--- src/hw/rtl/ngte_pkg.sv ---
package ngte_pkg;

   localparam int unsigned TIME_LEN    = 10;
   localparam int unsigned HDR_LEN     = 6;
   localparam int unsigned Q_DEPTH_DEF = 2;

   localparam logic [7:0] START_CHAR = 8'h24;
   localparam logic [3:0] CAP_LAST   = 4'(TIME_LEN - 1);
   localparam logic [2:0] HDR_LAST   = 3'(HDR_LEN - 1);

   typedef struct packed {
      logic       is_first;
      logic [7:0] h0;
      logic [7:0] h1;
      logic [7:0] m0;
      logic [7:0] m1;
      logic [7:0] s0;
      logic [7:0] s1;
      logic [7:0] f0;
      logic [7:0] f1;
      logic [7:0] f2;
   } time_rec_type;

   function automatic logic [7:0] gga_tag_char(input logic [2:0] pos);
      logic [7:0] c;
      case (pos)
         3'd0: c = "G";
         3'd1: c = "P";
         3'd2: c = "G";
         3'd3: c = "G";
         3'd4: c = "A";
         3'd5: c = ",";
         default: c = 8'h00;
      endcase
      return c;
   endfunction

endpackage

--- src/hw/rtl/ngte_if.sv ---
interface ngte_req_if;
   logic       valid;
   logic       ready;
   logic [7:0] rx_byte;

   modport source (output valid, output rx_byte, input ready);
   modport sink (input valid, input rx_byte, output ready);
endinterface

interface ngte_rsp_if;
   logic       valid;
   logic       ready;
   logic [6:0] hours;
   logic [6:0] minutes;
   logic [6:0] seconds;
   logic [9:0] millis;
   logic       is_first;

   modport source (output valid, output hours, output minutes, output seconds,
                   output millis, output is_first, input ready);
   modport sink (input valid, input hours, input minutes, input seconds,
                 input millis, input is_first, output ready);
endinterface

--- src/hw/rtl/ngte_front.sv ---
module ngte_front import ngte_pkg::*; (
   input  logic           clock,
   input  logic           reset,
   ngte_req_if.sink       req,
   input  logic           q_full,
   output logic           push,
   output time_rec_type   push_rec
);

   logic       capture_active_ff, capture_active_in;
   logic [3:0] capture_pos_ff, capture_pos_in;
   logic       header_active_ff, header_active_in;
   logic [2:0] header_pos_ff, header_pos_in;
   logic       header_match_ff, header_match_in;
   logic       first_pending_ff, first_pending_in;
   logic [7:0] time_chars_ff [TIME_LEN-1];

   logic fire;
   logic cap_done;
   logic hdr_done;
   logic tag_ok;

   assign req.ready = !q_full;

   always_comb begin
      fire     = req.valid && !q_full;
      cap_done = capture_active_ff && (capture_pos_ff == CAP_LAST);
      hdr_done = header_active_ff && (header_pos_ff == HDR_LAST);
      tag_ok   = (req.rx_byte == gga_tag_char(header_pos_ff));

      capture_active_in = capture_active_ff;
      capture_pos_in    = capture_pos_ff;
      header_active_in  = header_active_ff;
      header_pos_in     = header_pos_ff;
      header_match_in   = header_match_ff;
      first_pending_in  = first_pending_ff;

      if (fire) begin
         if (capture_active_ff) begin
            if (cap_done) begin
               capture_active_in = 1'b0;
               capture_pos_in    = 4'd0;
               first_pending_in  = 1'b0;
            end else begin
               capture_pos_in = capture_pos_ff + 4'd1;
            end
         end
         if (header_active_ff) begin
            if (hdr_done) begin
               header_active_in = 1'b0;
               header_pos_in    = 3'd0;
               header_match_in  = 1'b1;
               if (header_match_ff && tag_ok) begin
                  capture_active_in = 1'b1;
               end
            end else begin
               header_pos_in   = header_pos_ff + 3'd1;
               header_match_in = header_match_ff && tag_ok;
            end
         end
         if (req.rx_byte == START_CHAR) begin
            header_active_in = 1'b1;
         end
      end
   end

   assign push = fire && cap_done;

   always_comb begin
      push_rec.is_first = first_pending_ff;
      push_rec.h0       = time_chars_ff[0];
      push_rec.h1       = time_chars_ff[1];
      push_rec.m0       = time_chars_ff[2];
      push_rec.m1       = time_chars_ff[3];
      push_rec.s0       = time_chars_ff[4];
      push_rec.s1       = time_chars_ff[5];
      push_rec.f0       = time_chars_ff[7];
      push_rec.f1       = time_chars_ff[8];
      push_rec.f2       = req.rx_byte;
   end

   always_ff @(posedge clock) begin
      if (reset) begin
         capture_active_ff <= 1'b0;
         capture_pos_ff    <= 4'd0;
         header_active_ff  <= 1'b0;
         header_pos_ff     <= 3'd0;
         header_match_ff   <= 1'b1;
         first_pending_ff  <= 1'b1;
      end else begin
         capture_active_ff <= capture_active_in;
         capture_pos_ff    <= capture_pos_in;
         header_active_ff  <= header_active_in;
         header_pos_ff     <= header_pos_in;
         header_match_ff   <= header_match_in;
         first_pending_ff  <= first_pending_in;
      end
   end

   always_ff @(posedge clock) begin
      for (int i = 0; i < TIME_LEN - 1; i++) begin
         if (fire && capture_active_ff && (capture_pos_ff == 4'(i))) begin
            time_chars_ff[i] <= req.rx_byte;
         end
      end
   end

`ifndef SYNTHESIS
   a_cap_pos_range: assert property (@(posedge clock) disable iff (reset)
      capture_pos_ff <= CAP_LAST) else $error("capture position out of range");
`endif
`ifndef SYNTHESIS
   a_hdr_pos_range: assert property (@(posedge clock) disable iff (reset)
      header_pos_ff <= HDR_LAST) else $error("header position out of range");
`endif
`ifndef SYNTHESIS
   a_first_once: assert property (@(posedge clock) disable iff (reset)
      push |=> !first_pending_ff) else $error("sync mark not cleared after word");
`endif

endmodule

--- src/hw/rtl/ngte_queue.sv ---
module ngte_queue import ngte_pkg::*; #(
   parameter int unsigned DEPTH = Q_DEPTH_DEF
) (
   input  logic         clock,
   input  logic         reset,
   input  logic         push,
   input  time_rec_type wr_data,
   output logic         full,
   input  logic         pop,
   output logic         not_empty,
   output time_rec_type rd_data
);

   localparam int unsigned PTR_W = $clog2(DEPTH);
   localparam int unsigned CNT_W = $clog2(DEPTH + 1);
   localparam logic [PTR_W-1:0] PTR_LAST = PTR_W'(DEPTH - 1);
   localparam logic [CNT_W-1:0] CNT_FULL = CNT_W'(DEPTH);

   time_rec_type     entries_ff [DEPTH];
   logic [PTR_W-1:0] wr_ptr_ff, wr_ptr_in;
   logic [PTR_W-1:0] rd_ptr_ff, rd_ptr_in;
   logic [CNT_W-1:0] count_ff, count_in;

   assign full      = (count_ff == CNT_FULL);
   assign not_empty = (count_ff != '0);
   assign rd_data   = entries_ff[rd_ptr_ff];

   always_comb begin
      wr_ptr_in = wr_ptr_ff;
      rd_ptr_in = rd_ptr_ff;
      if (push) begin
         wr_ptr_in = (wr_ptr_ff == PTR_LAST) ? '0 : wr_ptr_ff + 1'b1;
      end
      if (pop) begin
         rd_ptr_in = (rd_ptr_ff == PTR_LAST) ? '0 : rd_ptr_ff + 1'b1;
      end
      case ({push, pop})
         2'b10:   count_in = count_ff + 1'b1;
         2'b01:   count_in = count_ff - 1'b1;
         default: count_in = count_ff;
      endcase
   end

   always_ff @(posedge clock) begin
      if (reset) begin
         wr_ptr_ff <= '0;
         rd_ptr_ff <= '0;
         count_ff  <= '0;
      end else begin
         wr_ptr_ff <= wr_ptr_in;
         rd_ptr_ff <= rd_ptr_in;
         count_ff  <= count_in;
      end
   end

   always_ff @(posedge clock) begin
      if (push) begin
         entries_ff[wr_ptr_ff] <= wr_data;
      end
   end

`ifndef SYNTHESIS
   a_no_overflow: assert property (@(posedge clock) disable iff (reset)
      full |-> !push || pop) else $error("push into full queue");
`endif
`ifndef SYNTHESIS
   a_no_underflow: assert property (@(posedge clock) disable iff (reset)
      pop |-> not_empty) else $error("pop from empty queue");
`endif

endmodule

--- src/hw/rtl/ngte_back.sv ---
module ngte_back import ngte_pkg::*; (
   input  logic         clock,
   input  logic         reset,
   input  logic         q_not_empty,
   input  time_rec_type q_data,
   output logic         pop,
   ngte_rsp_if.source   rsp
);

   logic       rsp_valid_ff, rsp_valid_in;
   logic [6:0] hours_ff, minutes_ff, seconds_ff;
   logic [9:0] millis_ff;
   logic       is_first_ff;
   logic       load;

   function automatic logic is_digit(input logic [7:0] c);
      return (c >= "0") && (c <= "9");
   endfunction

   function automatic logic [6:0] two_val(input logic [7:0] c0, input logic [7:0] c1);
      logic [6:0] d0;
      logic [6:0] d1;
      logic [6:0] v;
      d0 = {3'b000, c0[3:0]};
      d1 = {3'b000, c1[3:0]};
      if (!is_digit(c0)) begin
         v = 7'd0;
      end else if (!is_digit(c1)) begin
         v = d0;
      end else begin
         v = d0 * 7'd10 + d1;
      end
      return v;
   endfunction

   function automatic logic [9:0] three_val(input logic [7:0] c0, input logic [7:0] c1,
                                           input logic [7:0] c2);
      logic [9:0] d0;
      logic [9:0] d1;
      logic [9:0] d2;
      logic [9:0] v;
      d0 = {6'b000000, c0[3:0]};
      d1 = {6'b000000, c1[3:0]};
      d2 = {6'b000000, c2[3:0]};
      if (!is_digit(c0)) begin
         v = 10'd0;
      end else if (!is_digit(c1)) begin
         v = d0;
      end else if (!is_digit(c2)) begin
         v = d0 * 10'd10 + d1;
      end else begin
         v = d0 * 10'd100 + d1 * 10'd10 + d2;
      end
      return v;
   endfunction

   assign load = q_not_empty && (!rsp_valid_ff || rsp.ready);
   assign pop  = load;

   always_comb begin
      rsp_valid_in = rsp_valid_ff;
      if (load) begin
         rsp_valid_in = 1'b1;
      end else if (rsp.ready) begin
         rsp_valid_in = 1'b0;
      end
   end

   always_ff @(posedge clock) begin
      if (reset) begin
         rsp_valid_ff <= 1'b0;
      end else begin
         rsp_valid_ff <= rsp_valid_in;
      end
   end

   always_ff @(posedge clock) begin
      if (load) begin
         hours_ff    <= two_val(q_data.h0, q_data.h1);
         minutes_ff  <= two_val(q_data.m0, q_data.m1);
         seconds_ff  <= two_val(q_data.s0, q_data.s1);
         millis_ff   <= three_val(q_data.f0, q_data.f1, q_data.f2);
         is_first_ff <= q_data.is_first;
      end
   end

   assign rsp.valid    = rsp_valid_ff;
   assign rsp.hours    = hours_ff;
   assign rsp.minutes  = minutes_ff;
   assign rsp.seconds  = seconds_ff;
   assign rsp.millis   = millis_ff;
   assign rsp.is_first = is_first_ff;

`ifndef SYNTHESIS
   a_hold_until_taken: assert property (@(posedge clock) disable iff (reset)
      rsp_valid_ff && !rsp.ready |-> !load) else $error("output word overwritten");
`endif

endmodule

--- src/hw/rtl/nmea_gga_time_extractor_top.sv ---
// Channel   Direction  Word
// req       in         rx_byte
// rsp       out        hours, minutes, seconds, millis, is_first
//
// One byte is accepted per cycle while the queue is not full; the tenth time character
// pushes a time word into the queue, then into the rsp output register once that is free.
// The front parser and the digit converter are parted by a queue of QUEUE_DEPTH words.
// req.ready drops only while that queue is full; rsp stalls back up into it.
// Synchronous reset clears parser state, queue pointers and output valid.
module nmea_gga_time_extractor_top import ngte_pkg::*; #(
   parameter int unsigned QUEUE_DEPTH = Q_DEPTH_DEF
) (
   input logic         clock,
   input logic         reset,
   ngte_req_if.sink    req_port,
   ngte_rsp_if.source  rsp_port
);

   logic         q_push;
   logic         q_full;
   logic         q_pop;
   logic         q_not_empty;
   time_rec_type q_wr_data;
   time_rec_type q_rd_data;

   ngte_front u_front (
      .clock    (clock),
      .reset    (reset),
      .req      (req_port),
      .q_full   (q_full),
      .push     (q_push),
      .push_rec (q_wr_data)
   );

   ngte_queue #(
      .DEPTH (QUEUE_DEPTH)
   ) u_queue (
      .clock     (clock),
      .reset     (reset),
      .push      (q_push),
      .wr_data   (q_wr_data),
      .full      (q_full),
      .pop       (q_pop),
      .not_empty (q_not_empty),
      .rd_data   (q_rd_data)
   );

   ngte_back u_back (
      .clock       (clock),
      .reset       (reset),
      .q_not_empty (q_not_empty),
      .q_data      (q_rd_data),
      .pop         (q_pop),
      .rsp         (rsp_port)
   );

endmodule
--- src/flat_wrapper.sv ---
// flat-port wrapper written by rule: the top's interface ports become plain ports
module nmea_gga_time_extractor_top_flat import ngte_pkg::*;
#(
   parameter int unsigned QUEUE_DEPTH = Q_DEPTH_DEF
)
  (clock, reset, req_port_valid, req_port_rx_byte, req_port_ready, rsp_port_valid, rsp_port_hours, rsp_port_minutes, rsp_port_seconds, rsp_port_millis, rsp_port_is_first, rsp_port_ready);
  ngte_req_if req_port_i ();
  ngte_rsp_if rsp_port_i ();
  input logic clock;
  input logic reset;
  input wire logic [$bits(req_port_i.valid)-1:0] req_port_valid;
  input wire logic [$bits(req_port_i.rx_byte)-1:0] req_port_rx_byte;
  output wire logic [$bits(req_port_i.ready)-1:0] req_port_ready;
  output wire logic [$bits(rsp_port_i.valid)-1:0] rsp_port_valid;
  output wire logic [$bits(rsp_port_i.hours)-1:0] rsp_port_hours;
  output wire logic [$bits(rsp_port_i.minutes)-1:0] rsp_port_minutes;
  output wire logic [$bits(rsp_port_i.seconds)-1:0] rsp_port_seconds;
  output wire logic [$bits(rsp_port_i.millis)-1:0] rsp_port_millis;
  output wire logic [$bits(rsp_port_i.is_first)-1:0] rsp_port_is_first;
  input wire logic [$bits(rsp_port_i.ready)-1:0] rsp_port_ready;
  assign req_port_i.valid = req_port_valid;
  assign req_port_i.rx_byte = req_port_rx_byte;
  assign req_port_ready = req_port_i.ready;
  assign rsp_port_valid = rsp_port_i.valid;
  assign rsp_port_hours = rsp_port_i.hours;
  assign rsp_port_minutes = rsp_port_i.minutes;
  assign rsp_port_seconds = rsp_port_i.seconds;
  assign rsp_port_millis = rsp_port_i.millis;
  assign rsp_port_is_first = rsp_port_i.is_first;
  assign rsp_port_i.ready = rsp_port_ready;
  nmea_gga_time_extractor_top #(.QUEUE_DEPTH(QUEUE_DEPTH)) u_core (.clock(clock), .reset(reset), .req_port(req_port_i), .rsp_port(rsp_port_i));
endmodule
--- config.mk ---
export PLATFORM = sky130hd
export DESIGN_NAME = nmea_gga_time_extractor_top_flat
export DESIGN_NICKNAME = d
export VERILOG_FILES = /design/src/hw/rtl/ngte_pkg.sv /design/src/hw/rtl/ngte_if.sv /design/src/hw/rtl/ngte_front.sv /design/src/hw/rtl/ngte_queue.sv /design/src/hw/rtl/ngte_back.sv /design/src/hw/rtl/nmea_gga_time_extractor_top.sv /design/src/flat_wrapper.sv
export SDC_FILE = /design/constraint.sdc
export NUM_CORES = 1
export LEC_CHECK = 0
export ABC_CLOCK_PERIOD_IN_PS = 5800
export BUFFER_PORTS_ARGS = -buffer_cell sky130_fd_sc_hd__buf_2
export CORE_ASPECT_RATIO = 0.5
export CORE_MARGIN = 3
export CORE_UTILIZATION = 50
export DETAILED_ROUTE_END_ITERATION = 16
export PLACE_DENSITY = 0.67
export SLEW_MARGIN = 10
export SYNTH_ARGS = -nofsm -noshare
export SYNTH_HDL_FRONTEND = slang
export SYNTH_HIERARCHICAL = 1
export SYNTH_SLANG_ARGS = --single-unit
--- constraint.sdc ---
create_clock -name clock -period 5.8 [get_ports clock]
set_input_delay 0.29 -clock clock [delete_from_list [all_inputs] [get_ports clock]]
set_output_delay 0.29 -clock clock [all_outputs]
set_load 0.05 [all_outputs]
# Word level (Yosys, flattened, before mapping)
# Memory sizes are Yosys's and may differ from the RTL's. A register that Yosys moved wholly into a read port is not among the register bits.
# Cells that the tools add are included.
# totals
elab_cells,193
n_memories,2
ff_bits,48
out_inout_bits,34
mem_bits_rw,218
inputBits,12
# mem_list
memory,depth,word_bits,read_ports,rd_clocked_by_memory_dff,write_ports,line_no,source
u_core.u_queue.entries_ff,2,73,1,1,1,ngte_queue.sv:19,time_rec_type entries_ff [DEPTH];
u_core.u_front.time_chars_ff,9,8,8,0,1,ngte_front.sv:16,logic [7:0] time_chars_ff [TIME_LEN-1];
# classes
add_sub_neg,12
muxes,68
n_lt_le_gt_ge,18
multipliers,6
eq_ne,19
reduce_logical,49
# op_table
cell,n
">= comparator 8 x 6 -> 1 bit, second input constant",9
"<= comparator 8 x 6 -> 1 bit, second input constant",9
two-way mux 8 bit,8
OR reduction 8 bit,8
two-way mux 4 bit,13
two-way mux 1 bit,43
one-hot mux 7 bit (4 select lines),1
logical AND 1 bit,25
adder 7 x 4 -> 7 bit,3
"multiplier 4 x 3 -> 6 bit, second input constant",3
"== test 4 x 3 -> 1 bit, second input constant",4
"multiplier 4 x 3 -> 7 bit, second input constant",2
AND reduction 2 bit,6
adder 10 x 4 -> 10 bit,1
adder 10 x 8 -> 10 bit,1
two-way mux 10 bit,1
adder 8 x 4 -> 9 bit,1
"== test 4 x 2 -> 1 bit, second input constant",2
"== test 4 bit, second input constant",2
"== test 8 x 6 -> 1 bit, second input constant",1
== test 8 bit,1
"multiplier 4 x 5 -> 8 bit, second input constant",1
"== test 3 x 2 -> 1 bit, second input constant",2
"== test 3 bit, second input constant",2
other kinds (18),23

# Logic depth before layout (Yosys ltp)
# depth
ltp_word,16
ltp_mapped,15
depth_no_buf,13

# Cells and area by module
# The synthesis kept the hierarchy.
# modules_own_cells
mod,area_each_um2,seq_area_each_um2,cells_each,n_inst
ngte_queue,5471.5,4484.3,249,1
ngte_back,3226.8,980.9,311,1
ngte_front,2900.3,2142.1,189,1

# Worst setup path before layout
# No wires, ideal clock.
# synth_timing
path_kind,reg2reg
startpoint,register u_core.u_queue.count_ff[0]
endpoint,"memory u_core/u_queue/entries_ff[0][0] in the netlist's numbering, enable pin"
arrival_ns,4.292
n_path_buf,1
path_stages_with_launch,7
setup_ns,0.504
t_required_ns,5.296
setup_slack_ns,1.004
period_less_slack_ns,4.796
path_cell_list,dfxtp_1 and2b_2 nand3b_1 clkbuf_1 nor2_1 inv_1 nor2_1
# synth_between
elab_chain_len,6
# synth_rtl
item,line_no,source
from (decl),ngte_queue.sv:22,"logic [CNT_W-1:0] count_ff, count_in;"
from (signal assigned),ngte_queue.sv:52,count_ff <= count_in;
== test 2 bit,ngte_queue.sv:24,assign full = (count_ff == CNT_FULL);
net u_core.q_full,nmea_gga_time_extractor_top.sv:20,logic q_full;
zero test 1 bit,ngte_front.sv:26,fire = req.valid && !q_full;
logical AND 1 bit,ngte_front.sv:26,
logical AND 1 bit,ngte_front.sv:67,assign push = fire && cap_done;
net u_core.q_push,nmea_gga_time_extractor_top.sv:19,logic q_push;
two-way mux 1 bit,ngte_queue.sv:57,if (push) begin
two-way mux 1 bit (not written as such),ngte_queue.sv:58,entries_ff[wr_ptr_ff] <= wr_data;
to (decl),ngte_queue.sv:19,
# The timed path passes the listed nets, and every way through them passes these cells.

==> metrics.md <==
| Metric | Value |
|---|---|
| Core area | `0.0222 mm2` |
| Worst path required time | `6.04 ns` |
| Crit path max-delay family | `adder cells` |
| Nets | `886` |
| Drt initial violations | `545` |
| Critical path fanouts, max | `28` |
| Die W | `221 um` |
| CTS tree | `done` |
| Power, Total | `3.58 mW` |
| CP max stage delay | `0.77 ns` |
| Yosys reg bits | `259` |
| Number of synthesized flops with an enable pin | `242` |
| Hold Crit Class | `in -> reg` |
| Total grt overflow | `0` |
| Slew at the pin closest to its max-slew limit | `1.03 ns` |
| Max Root-Sink Buffers | `3` |
| Fmax | `243 MHz` |
| Die Y | `114 um` |
| PortBufs | `45` |
| WL/cell | `18.5 um` |
| Antenna Cells | `0` |
| ANT nets after route | `0` |
| Syn Nets | `837` |
| Cts repair resizes | `0` |
| Top cell by count, worst path | `ha_1` |
| Final RePlAce weighted congestion | `0.787` |
| Worst VDD drop | `195 uV` |
| First-pass GRT wire length | `33.0 mm` |
| Fin crit share | `71.0%` |
| TritonCTS Sinks | `259` |
| Root buffer selected by CTS | `clkbuf_16` |
| Clock Latency Late Sink | `0.50 ns` |
| Routed wire length | `20.6 mm` |
| FFs w/ async S/R, synth | `0%` |
| Largest net degree at the start of global routing | `74` |
| Fill cells | `1712` |
| Main synth FF type | `edfxtp_1` |
| Setup crit start kind | `flop` |
| Crit Path Class | `reg -> reg` |
| Number of buffers created by CTS | `23` |
| Final hold violation count | `0` |
| Die ar. | `0.0252 mm2` |
| CTS Hold Bufs | `0` |
| Cells after Synth | `749` |
| Finish-stage setup viols | `0` |
| Slew Viols, Final | `0` |
| Layout area overhead | `10.7%` |
| Status | `complete, no violations` |
| Util after Layout | `57.8%` |
| Unrepaired setup endpoints after global routing | `no` |
| Cell variety after synth | `62` |
| Seq/Total Area, Yosys | `65.6%` |
| Antenna violations before repair | `1` |
| Pwr per Cell Area | `279 mW/mm2` |
| Rows | `38` |
| CTS clk-pin slew, worst paths | `0.07 ns` |
| Global-route usage over all layers | `16.6%` |
| Post-DP HPWL | `12.9 mm` |
| Synthesized area per cell | `15.5 um2` |
| Crit path max-delay cell type | `dfxtp_2` |
| Yosys Warn Count | `6` |
| Worst Path Arrival | `4.36 ns` |
| Cell breakdown of the critical path | `mux2_2 -> inv_1 -> ha_1 -> ha_1 -> inv_1 -> fa_1 -> inv_1 -> ha_1 -> ha_1 -> or4_1 -> a21oi_2 -> o22ai_1 -> nor4b_2` |
| Top Ports | `46` |
| Layout cells sized above 1 | `22.4%` |
| Final Skew | `0.00983 ns` |
| MaxCap Viol Count | `0` |
| Starting Density | `52.2%` |
| Routed via count | `6133` |
| Setup repair bufs after CTS | `0` |
| Buf/Inv on CP | `3` |
| Pre-Repair DR Iteration Count | `5` |
| Vias in the first global route | `6195` |
| Mapped cell area | `0.0116 mm2` |
| Crit. End Element | `flop` |
| P_leak | `4.54 nW` |
| H-tree depth | `1` |
| DRC viols | `0` |
| Max-slew headroom | `31.4%` |
| TNS Setup | `0 ns` |
| Number of vias per cell | `5.51` |
| Fin crit period | `4.12 ns` |
layout by cell type, fill, tap and decap left out, types with 5 or more instances in the layout:
master,n
fa_1,13
a21oi_1,23
xnor2_1,13
buf_4,5
nor3_1,14
nand4_1,7
nand2_1,23
a211o_1,6
ha_1,63
clkbuf_16,23
a21o_1,11
nor2_1,48
and2_1,7
edfxtp_1,242
mux2i_1,13
or2_2,7
mux2_2,73
xor2_1,12
dfxtp_1,16
o21ai_0,21
buf_2,45
nor2b_1,8
inv_1,28
synthesized netlist by cell type, types with 14 or more instances:
master,count,area share [%]
ha_1,63,6.8
nand2_1,23,0.74
dfxtp_1,17,2.9
nor2_1,49,1.6
edfxtp_1,242,63
mux2_2,73,7.1
o21ai_0,21,0.91
a21oi_1,23,0.99
inv_1,28,0.91
nor3_1,14,0.60
buf_4,16,1.0
tightest hold or removal path: stages:
cell     delay (ns)
buf_2          0.07
inv_1          0.06
a21oi_1        0.14
nor2_1         0.04
state kept, by name, indices dropped and copies added, names as in the netlist, named ones only:
signal and cells:
u_core/u_front/capture_active_ff 1, u_core/u_back/rsp.seconds 7, u_core/u_front/time_chars_ff 64, u_core/u_front/capture_pos_ff 4, u_core/u_queue/entries_ff 146, u_core/u_back/rsp.is_first 1
u_core/u_back/rsp.minutes 7, u_core/u_front/first_pending_ff 1, u_core/u_front/header_active_ff 1, u_core/u_queue/count_ff 2, u_core/u_queue/wr_ptr_ff 1, u_core/u_queue/rd_ptr_ff 1
u_core/u_back/rsp.valid 1, u_core/u_front/header_match_ff 1, u_core/u_back/rsp.hours 7, u_core/u_back/rsp.millis 10, u_core/u_front/header_pos_ff 3
per-layer routing:
metal / track usage, % / vias to the layer above / wire length, um
met4: 4.46 / 0 / 447
met1: 23.0 / 3050 / 9660
met2: 27.9 / 123 / 9730
met5: 0 / - / 0
li1: - / 2919 / -
met3: 2.57 / 41 / 754
layout make-up:
type                    count  area (um2)  share of cell area, %
well taps                 300         375                   2.92
clock buffers              25         583                   4.54
clock inverters            16         175                   1.36
inverters                  28         105                  0.819
multi-input cells         436        3730                   29.0
repair buffers             50         263                   2.05
flip-flops and latches    259        7610                   59.3
final timing paths:
kind,startpoint,end,slack (ns),depth (start not counted)
min,rsp_port_ready,u_core/u_back/rsp.valid$_SDFFE_PP0P_,0.15,4
max,flop,u_core/u_back/rsp.millis[9]$_SDFFCE_PN0P_,1.68,13
min reg2reg,u_core/u_front/time_chars_ff[0][59]$_DFFE_PP_,u_core/u_queue/entries_ff[0][19]$_DFFE_PP_,0.44,0
max reg2reg,flop,u_core/u_back/rsp.millis[9]$_SDFFCE_PN0P_,1.68,13
stage by stage:
step / cell area (um2) / hold WS (ns) / worst slack, ns / cells
final: 12800 / 0.153 / 1.68 / 1114
after global placement: 12100 / 0.422 / 1.72 / 1073
after detailed placement: 12100 / 0.429 / 1.69 / 1073
after floorplan: 11600 / 0.359 / 1.00 / 749
after CTS: 12800 / 0.140 / 1.65 / 1114
after global routing: 12800 / 0.191 / 1.44 / 1114
report_power, final:
part / internal, mW / total (mW) / switching, mW / leakage (nW)
sequential: 2.02 / 2.02 / 0.0000344 / 2.32
combinational: 0.00553 / 0.0277 / 0.0221 / 1.86
clock: 0.870 / 1.53 / 0.661 / 0.362
kinds of logic (layout without fill, tap and decap cells):
kind of cell	after synthesis	after routing	share of synthesized area (%)
compound gates	94	94	5.62
xor+xnor	25	25	1.89
fa+ha+maj	76	76	9.04
buf+inv	54	119	2.45
flops	259	259	65.6
mux	86	86	8.21
simple gates	155	155	7.21
No activity file was read; power rests on OpenSTA's default activity.
